`src/sog_pkg.sv`:
```
// Shared types, constants and helpers for the spiral order address generator.
`default_nettype none

package sog_pkg;

  localparam int MAX_DIM = 64;
  localparam int DIM_W   = 7;   // holds 0..MAX_DIM
  localparam int IDX_W   = 6;   // row / column index
  localparam int CNT_W   = 13;  // holds 0..MAX_DIM*MAX_DIM
  localparam int ADDR_W  = 12;
  localparam int START_W = 16;
  localparam int VALUE_W = 17;
  localparam int CFG_IDX_W  = 2;
  localparam int CFG_DATA_W = 16;

  localparam logic [CFG_IDX_W-1:0] REG_NUM_ROWS    = 2'd0;
  localparam logic [CFG_IDX_W-1:0] REG_NUM_COLUMNS = 2'd1;
  localparam logic [CFG_IDX_W-1:0] REG_START_VALUE = 2'd2;

  localparam logic [1:0] DIR_RIGHT = 2'd0;
  localparam logic [1:0] DIR_DOWN  = 2'd1;
  localparam logic [1:0] DIR_LEFT  = 2'd2;
  localparam logic [1:0] DIR_UP    = 2'd3;

  typedef struct packed {
    logic [IDX_W-1:0] top;
    logic [DIM_W-1:0] bottom;
    logic [IDX_W-1:0] left;
    logic [DIM_W-1:0] right;
    logic [IDX_W-1:0] row;
    logic [IDX_W-1:0] col;
    logic [1:0]       dir;
    logic [CNT_W-1:0] done;
  } spiral_t;

  // Out-of-range dimensions: zero reads as one, anything above the max as the max.
  function automatic logic [DIM_W-1:0] clamp_dim(input logic [DIM_W-1:0] v);
    logic [DIM_W-1:0] r;
    if (v == '0) r = DIM_W'(1);
    else if (v > DIM_W'(MAX_DIM)) r = DIM_W'(MAX_DIM);
    else r = v;
    return r;
  endfunction

  function automatic spiral_t begin_spiral(input logic [DIM_W-1:0] rows,
                                           input logic [DIM_W-1:0] cols);
    spiral_t s;
    s.top    = '0;
    s.left   = '0;
    s.bottom = rows - DIM_W'(1);
    s.right  = cols - DIM_W'(1);
    s.row    = '0;
    s.col    = '0;
    s.dir    = DIR_RIGHT;
    s.done   = '0;
    return s;
  endfunction

endpackage

`default_nettype wire

```
`src/sog_step.sv`:
```
// One spiral step: current cell fields and the position of the next cell.
`default_nettype none

module sog_step (
  input  wire sog_pkg::spiral_t                  cur,
  input  wire                                    restart,
  input  wire logic [sog_pkg::DIM_W-1:0]         rows,
  input  wire logic [sog_pkg::DIM_W-1:0]         cols,
  input  wire logic [sog_pkg::CNT_W-1:0]         total,
  input  wire logic [sog_pkg::START_W-1:0]       start_value,
  output sog_pkg::spiral_t                       nxt,
  output logic [sog_pkg::IDX_W-1:0]              cell_row,
  output logic [sog_pkg::IDX_W-1:0]              cell_column,
  output logic [sog_pkg::ADDR_W-1:0]             cell_address,
  output logic [sog_pkg::VALUE_W-1:0]            cell_value,
  output logic                                   last_cell
);

  sog_pkg::spiral_t                  eff;
  sog_pkg::spiral_t                  shrunk;
  logic [sog_pkg::DIM_W-1:0]         row_x;
  logic [sog_pkg::DIM_W-1:0]         col_x;
  logic [sog_pkg::DIM_W-1:0]         top_x;
  logic [sog_pkg::DIM_W-1:0]         left_x;
  logic [sog_pkg::DIM_W+sog_pkg::IDX_W-1:0] prod;

  always_comb begin
    // Restart, or an advance after the last cell, starts over at the corner.
    if (restart || (cur.done >= total)) eff = sog_pkg::begin_spiral(rows, cols);
    else eff = cur;
  end

  assign row_x  = {1'b0, eff.row};
  assign col_x  = {1'b0, eff.col};
  assign top_x  = {1'b0, eff.top};
  assign left_x = {1'b0, eff.left};

  assign prod         = eff.row * cols;
  assign cell_row     = eff.row;
  assign cell_column  = eff.col;
  assign cell_address = prod[sog_pkg::ADDR_W-1:0] + {{(sog_pkg::ADDR_W-sog_pkg::IDX_W){1'b0}}, eff.col};
  assign cell_value   = {1'b0, start_value} +
                        {{(sog_pkg::VALUE_W-sog_pkg::CNT_W){1'b0}}, eff.done};
  assign last_cell    = ((eff.done + sog_pkg::CNT_W'(1)) == total);

  always_comb begin
    shrunk        = eff;
    shrunk.top    = eff.top + sog_pkg::IDX_W'(1);
    shrunk.left   = eff.left + sog_pkg::IDX_W'(1);
    shrunk.bottom = eff.bottom - sog_pkg::DIM_W'(1);
    shrunk.right  = eff.right - sog_pkg::DIM_W'(1);
    shrunk.dir    = sog_pkg::DIR_RIGHT;
    shrunk.row    = eff.top + sog_pkg::IDX_W'(1);
    shrunk.col    = eff.left + sog_pkg::IDX_W'(1);
  end

  always_comb begin
    nxt      = eff;
    nxt.done = eff.done + sog_pkg::CNT_W'(1);
    if (!last_cell) begin
      unique case (eff.dir)
        sog_pkg::DIR_RIGHT: begin
          if (col_x < eff.right) nxt.col = eff.col + sog_pkg::IDX_W'(1);
          else if (top_x < eff.bottom) begin
            nxt.dir = sog_pkg::DIR_DOWN;
            nxt.row = eff.row + sog_pkg::IDX_W'(1);
          end else begin
            nxt      = shrunk;
            nxt.done = eff.done + sog_pkg::CNT_W'(1);
          end
        end
        sog_pkg::DIR_DOWN: begin
          if (row_x < eff.bottom) nxt.row = eff.row + sog_pkg::IDX_W'(1);
          else if (left_x < eff.right) begin
            nxt.dir = sog_pkg::DIR_LEFT;
            nxt.col = eff.col - sog_pkg::IDX_W'(1);
          end else begin
            nxt      = shrunk;
            nxt.done = eff.done + sog_pkg::CNT_W'(1);
          end
        end
        sog_pkg::DIR_LEFT: begin
          if (eff.col > eff.left) nxt.col = eff.col - sog_pkg::IDX_W'(1);
          else if (eff.bottom > (top_x + sog_pkg::DIM_W'(1))) begin
            // single row rings never reach here: the up pass needs three rows or more in the ring
            nxt.dir = sog_pkg::DIR_UP;
            nxt.row = eff.row - sog_pkg::IDX_W'(1);
          end else begin
            nxt      = shrunk;
            nxt.done = eff.done + sog_pkg::CNT_W'(1);
          end
        end
        default: begin
          if (row_x > (top_x + sog_pkg::DIM_W'(1))) nxt.row = eff.row - sog_pkg::IDX_W'(1);
          else begin
            nxt      = shrunk;
            nxt.done = eff.done + sog_pkg::CNT_W'(1);
          end
        end
      endcase
    end
  end

endmodule

`default_nettype wire

```
`src/spiral_order_address_generator.sv`:
```
// Spiral order address generator: top level with config registers and output stage.
// Usage
//   Each request on the in_ channel (in_valid/in_ready) yields exactly one cell on
//   the out_ channel: row, column, row-major address, start value plus ordinal and a
//   last-cell flag, in clockwise spiral order over num_rows x num_columns.
//   in_restart = 1 makes that request emit the top-left corner of a new spiral; an
//   advance after the last cell also starts over.
//   The cell is registered: it is in the output register the cycle after the request
//   is taken. One cell per clock while the receiver does not stall, set by the single
//   step of bound compares and increments between the position registers and the output
//   register.
//   When the receiver stalls, the output register holds its cell and in_ready drops
//   only while that register is full and out_ready is low; a request is taken in the
//   same cycle that the held cell leaves.
//   Configuration: cfg_we with cfg_index 0 (rows), 1 (columns), 2 (start value)
//   writes the register and restarts the spiral; index 3 is ignored. Write only when
//   no request is outstanding.
//   Reset (rst_n low, synchronous) loads 8 x 8 with start value 1 and empties the
//   output register.
`default_nettype none

module spiral_order_address_generator (
  input  wire                                   clk,
  input  wire                                   rst_n,
  input  wire                                   cfg_we,
  input  wire logic [sog_pkg::CFG_IDX_W-1:0]    cfg_index,
  input  wire logic [sog_pkg::CFG_DATA_W-1:0]   cfg_data,
  input  wire                                   in_valid,
  output logic                                  in_ready,
  input  wire                                   in_restart,
  output logic                                  out_valid,
  input  wire                                   out_ready,
  output logic [sog_pkg::IDX_W-1:0]             out_cell_row,
  output logic [sog_pkg::IDX_W-1:0]             out_cell_column,
  output logic [sog_pkg::ADDR_W-1:0]            out_cell_address,
  output logic [sog_pkg::VALUE_W-1:0]           out_cell_value,
  output logic                                  out_last_cell
);

  logic [sog_pkg::DIM_W-1:0]   num_rows_r, num_rows_nxt;
  logic [sog_pkg::DIM_W-1:0]   num_columns_r, num_columns_nxt;
  logic [sog_pkg::START_W-1:0] start_value_r, start_value_nxt;
  logic [sog_pkg::CNT_W-1:0]   total_r, total_nxt;
  sog_pkg::spiral_t            st_r, st_nxt, step_nxt;
  logic [sog_pkg::DIM_W-1:0]   rows_c, cols_c, rows_new, cols_new;
  logic [2*sog_pkg::DIM_W-1:0] total_prod;
  logic                        cfg_hit;
  logic                        accept;
  logic                        out_valid_r;
  logic [sog_pkg::IDX_W-1:0]   row_d, col_d;
  logic [sog_pkg::ADDR_W-1:0]  addr_d;
  logic [sog_pkg::VALUE_W-1:0] value_d;
  logic                        last_d;
  logic [sog_pkg::IDX_W-1:0]   row_r, col_r;
  logic [sog_pkg::ADDR_W-1:0]  addr_r;
  logic [sog_pkg::VALUE_W-1:0] value_r;
  logic                        last_r;

  assign rows_c   = sog_pkg::clamp_dim(num_rows_r);
  assign cols_c   = sog_pkg::clamp_dim(num_columns_r);
  assign in_ready = !out_valid_r || out_ready;
  assign accept   = in_valid && in_ready;

  sog_step u_step (
    .cur          (st_r),
    .restart      (in_restart),
    .rows         (rows_c),
    .cols         (cols_c),
    .total        (total_r),
    .start_value  (start_value_r),
    .nxt          (step_nxt),
    .cell_row     (row_d),
    .cell_column  (col_d),
    .cell_address (addr_d),
    .cell_value   (value_d),
    .last_cell    (last_d)
  );

  always_comb begin
    num_rows_nxt    = num_rows_r;
    num_columns_nxt = num_columns_r;
    start_value_nxt = start_value_r;
    cfg_hit         = 1'b0;
    if (cfg_we) begin
      unique case (cfg_index)
        sog_pkg::REG_NUM_ROWS: begin
          num_rows_nxt = cfg_data[sog_pkg::DIM_W-1:0];
          cfg_hit      = 1'b1;
        end
        sog_pkg::REG_NUM_COLUMNS: begin
          num_columns_nxt = cfg_data[sog_pkg::DIM_W-1:0];
          cfg_hit         = 1'b1;
        end
        sog_pkg::REG_START_VALUE: begin
          start_value_nxt = cfg_data[sog_pkg::START_W-1:0];
          cfg_hit         = 1'b1;
        end
        default: cfg_hit = 1'b0;
      endcase
    end
    rows_new   = sog_pkg::clamp_dim(num_rows_nxt);
    cols_new   = sog_pkg::clamp_dim(num_columns_nxt);
    total_prod = rows_new * cols_new;
    total_nxt  = cfg_hit ? total_prod[sog_pkg::CNT_W-1:0] : total_r;
    if (cfg_hit) st_nxt = sog_pkg::begin_spiral(rows_new, cols_new);
    else if (accept) st_nxt = step_nxt;
    else st_nxt = st_r;
  end

  always_ff @(posedge clk) begin
    if (!rst_n) begin
      num_rows_r    <= sog_pkg::DIM_W'(8);
      num_columns_r <= sog_pkg::DIM_W'(8);
      start_value_r <= sog_pkg::START_W'(1);
      total_r       <= sog_pkg::CNT_W'(64);
      st_r          <= sog_pkg::begin_spiral(sog_pkg::DIM_W'(8), sog_pkg::DIM_W'(8));
      out_valid_r   <= 1'b0;
    end else begin
      num_rows_r    <= num_rows_nxt;
      num_columns_r <= num_columns_nxt;
      start_value_r <= start_value_nxt;
      total_r       <= total_nxt;
      st_r          <= st_nxt;
      if (accept) out_valid_r <= 1'b1;
      else if (out_ready) out_valid_r <= 1'b0;
    end
  end

  always_ff @(posedge clk) begin
    if (accept) begin
      row_r   <= row_d;
      col_r   <= col_d;
      addr_r  <= addr_d;
      value_r <= value_d;
      last_r  <= last_d;
    end
  end

  assign out_valid        = out_valid_r;
  assign out_cell_row     = row_r;
  assign out_cell_column  = col_r;
  assign out_cell_address = addr_r;
  assign out_cell_value   = value_r;
  assign out_last_cell    = last_r;

endmodule

`default_nettype wire

```
`config.mk`:
```
export PLATFORM = sky130hd
export DESIGN_NAME = spiral_order_address_generator
export DESIGN_NICKNAME = d
export VERILOG_FILES = /design/src/sog_pkg.sv /design/src/sog_step.sv /design/src/spiral_order_address_generator.sv
export SDC_FILE = /design/constraint.sdc
export NUM_CORES = 1
export LEC_CHECK = 0
export BUFFER_PORTS_ARGS = -buffer_cell sky130_fd_sc_hd__buf_2
export CORE_MARGIN = 1.5
export CORE_UTILIZATION = 40
export CTS_BUF_LIST = sky130_fd_sc_hd__clkbuf_2
export DETAILED_ROUTE_END_ITERATION = 10
export HOLD_SLACK_MARGIN = 0.05
export PLACE_DENSITY = 0.65
export SLEW_MARGIN = 10
export SYNTH_ARGS = -nofsm -noshare
export SYNTH_HDL_FRONTEND = slang
export SYNTH_HIERARCHICAL = 1
export SYNTH_SLANG_ARGS = --single-unit
export TNS_END_PERCENT = 50
```
`constraint.sdc`:
```
create_clock -name clk -period 9.2 [get_ports clk]
set_input_delay 0.46 -clock clk [delete_from_list [all_inputs] [get_ports clk]]
set_output_delay 0.46 -clock clk [all_outputs]
set_load 0.02 [all_outputs]
```
==> run metrics <==
height of the die=between 150 and 200 um; commonest non-fill, non-tap cell in the layout=nand2_1; DRC=0; status=complete, no violations; RSZ-0062 raised after global routing=no; initial antenna violation count=2; hold_sp=cfg_we; maximum clock path buffer count=2; iteration-0 DRC count of the detailed router=1436; Max Clock Freq=between 100 and 150 MHz; reg2reg end=st_r[45]; share of cells above drive strength 1=between 9 and 10%; dpl hpwl=32500 um; highest fanout seen on the critical path=29; total die area=0.03692 mm^2; final hold vios=0; Power Dens Cells=roughly 96 mW/mm^2; Slew HR=between 20% and 30%; Starting Density=approximately 40%; Crit Reg-Reg Startpoint=total_r[7]; syn_nets=around 2000; EDFF count, synth=42; Yosys cell types=102; Setup Buffers After CTS=0; WP data arrival=between 8 and 9 ns; vias in the first global route=roughly 13000; largest net degree at the start of global routing=73; top-area cell type share of the netlist area=between 10% and 20%; worst reg-to-reg path cell count=26; H-tree level count=4; Rows=69; clock power share=between 20% and 30%; final antenna-violating net count=0; die width=slightly below 200 um; crit share post-route=between 80 and 90%; final hold slack=~0.16 ns; WL final=between 40000 and 50000 um; Setup TNS=0 ns; Setup Viol. Count Final=0; synthesized flop and latch total=between 100 and 150; VDD IR max=approximately 0.085 mV; Crit path required time=around 10 ns; clock-pin slew of the registers on the worst-case setup and hold paths=approximately 0.27 ns; CP Capture Type=flip-flop; Mapped Cells=about 1800; top post-synthesis cells by area=dfxtp_1, ha_1, edfxtp_1; register area share after synthesis=22.38%; Final GP Congestion=a little under 1; CTS buffer count=17; Syn. warnings=6; Nets=approximately 2000; hold crit path type=primary input to flip-flop; reg-to-reg slack, setup=1.61 ns; core footprint=around 0.035 mm^2; Async SR Flop Fraction=0%; Setup Skew=~0.068 ns; global-route wire length before repair=approximately 71000 um; Area growth syn-to-layout=7.109%; sequential share of power=around 46%; fill count=between 3000 and 4000; via density per instance=5.947; Hold Path Stages=5; GR Util All Layers=between 20 and 25%; IO Port Bufs=67; Critical Setup Path Class=flip-flop to flip-flop; CP startpoint=total_r[7]; Synth Area per Inst=7.897 um^2; Startpoint Class=flip-flop; root buf cell=clkbuf_2; WL per Instance=roughly 19 um; part of the total power dissipated in combinational logic=between 20% and 30%; clock sink total=about 140; post-cts gate resize count=0; MaxCap Viol Count=0; internal power=between 900 and 1000 uW; top-level port count=68; synthesized area=approximately 0.014 mm^2; Final min period=7.595 ns; worst skew pair latency=0.86 ns; most frequent cells in the layout=nand2_1, nor2_1, a21oi_1; leakage=just under 0.007 uW; Worst Hold End=total_r[1]; leading area contributor after synthesis=dfxtp_1; DRT Pass-1 Iters=6; most used flip-flop cell after synthesis=dfxtp_1; sw power=roughly 550 uW; Least-Margin Pin Slew=approximately 1.2 ns; max-slew violation count=0; Vias=roughly 14000; post-cts hold buffer count=20; GRT overflow=0; CTS tree=yes; switch share=37.58%
==> cell families (layout without fill, tap and decap cells) <==
logic type      count (synthesis)  in the layout  synth area share, %
compound gates                431            431                19.60
other cells                     0              2                    0
simple gates                  698            698                23.28
buf+inv                       220            256                6.523
flops                         139            139                22.38
mux                            40             40                3.095
fa+ha+maj                     186            186                18.73
xor+xnor                       98             98                6.383
==> worst max-delay path: stages (launching register included) <==
cell and delay, ns:
dfxtp_1 0.50, inv_1 0.12, ha_1 0.30, and3_1 0.20
a221oi_1 0.45, o31ai_2 0.09, buf_4 0.20, nor2_4 0.60
nand2_1 0.30, inv_1 0.15, ha_1 0.30, nand3_1 0.15
xnor2_1 0.14, or3_1 0.49, ha_1 0.38, nand4_1 0.11
or3_1 0.37, o31a_1 0.28, nor2_1 0.60, a21oi_2 0.16
o221a_4 0.18, nor2_2 0.60, nand4_1 0.22, xnor2_1 0.17
mux2_2 0.26, o21ai_0 0.16, a31oi_1 0.06
==> area by class of cell <==
| class | count | area [um^2] | share of cell area, % |
|---|---|---|---|
| diodes | 2 | 5.005 | 0.03265 |
| clock buffers | 20 | 100.1 | 0.6531 |
| clock inverters | 12 | 137.6 | 0.8980 |
| inverters | 120 | 451.7 | 2.947 |
| multi-input cells | 1453 | 10190 | 66.48 |
| flip-flops and latches | 139 | 3203 | 20.90 |
| well taps | 461 | 576.8 | 3.763 |
| repair buffers | 104 | 663.1 | 4.327 |
==> cell usage after synthesis (16+ instances only) <==
cell type	count
mux2_2	17
a31oi_1	21
fa_1	47
nand2b_1	16
nand3_1	59
mux2i_1	20
nor3_1	27
nand4_1	20
dfxtp_1	97
and3_1	33
inv_1	115
xor2_1	27
o21ai_0	70
edfxtp_1	42
a21oi_1	146
nand2_1	268
clkbuf_1	57
xnor2_1	67
buf_2	26
nor2_1	159
a21o_1	20
nor2b_1	18
a211oi_1	18
ha_1	139
and2_1	25
==> registers in the layout (all words and copies together), names as in the netlist <==
name and flops:
out_last_cell 1, num_rows_r 7, num_columns_r 7, start_value_r 16, out_cell_value 17, st_r 53
out_valid 1, out_cell_row 6, total_r 13, out_cell_column 6, out_cell_address 12
==> metal layers <==
layer / track usage [%] / up-vias / share of wire [%]
met2: 37.37 / 689 / 43
met5: 0 / - / 0
li1: - / 6439 / -
met4: 10.35 / 0 / 3.7
met1: 34.34 / 6495 / 45
met3: 3.380 / 121 / 7.9
==> worst max path at each step <==
stage | end | slack, ns | cells past startpoint
finish | st_r[45] | 1.61 | 26
floorplan | out_cell_address[11] | 3.05 | 28
detailed placement | st_r[45] | 1.84 | 26
global placement | st_r[46] | 1.95 | 26
global route | st_r[45] | 1.15 | 26
CTS | st_r[45] | 1.83 | 26
==> through the flow <==
stage	setup WS (ns)	utilization, %	power [uW]	cell area [um^2]	cells
floorplan	3.047	-	957.4	14310	1812
global placement	1.947	42.05	1063	14880	2257
detailed placement	1.839	42.05	1067	14880	2257
CTS	1.830	43.29	1476	15320	2309
global route	1.148	43.30	1545	15330	2311
finish	1.605	43.30	1471	15330	2311
==> power by group through the flow <==
stage	logic, uW	registers [uW]	clock network (uW)
floorplan	263	694	0
global placement	378	685	0
detailed placement	381	686	0
CTS	390	674	413
global route	434	677	433
finish	399	674	398
Power figures use the tool's default switching activity.
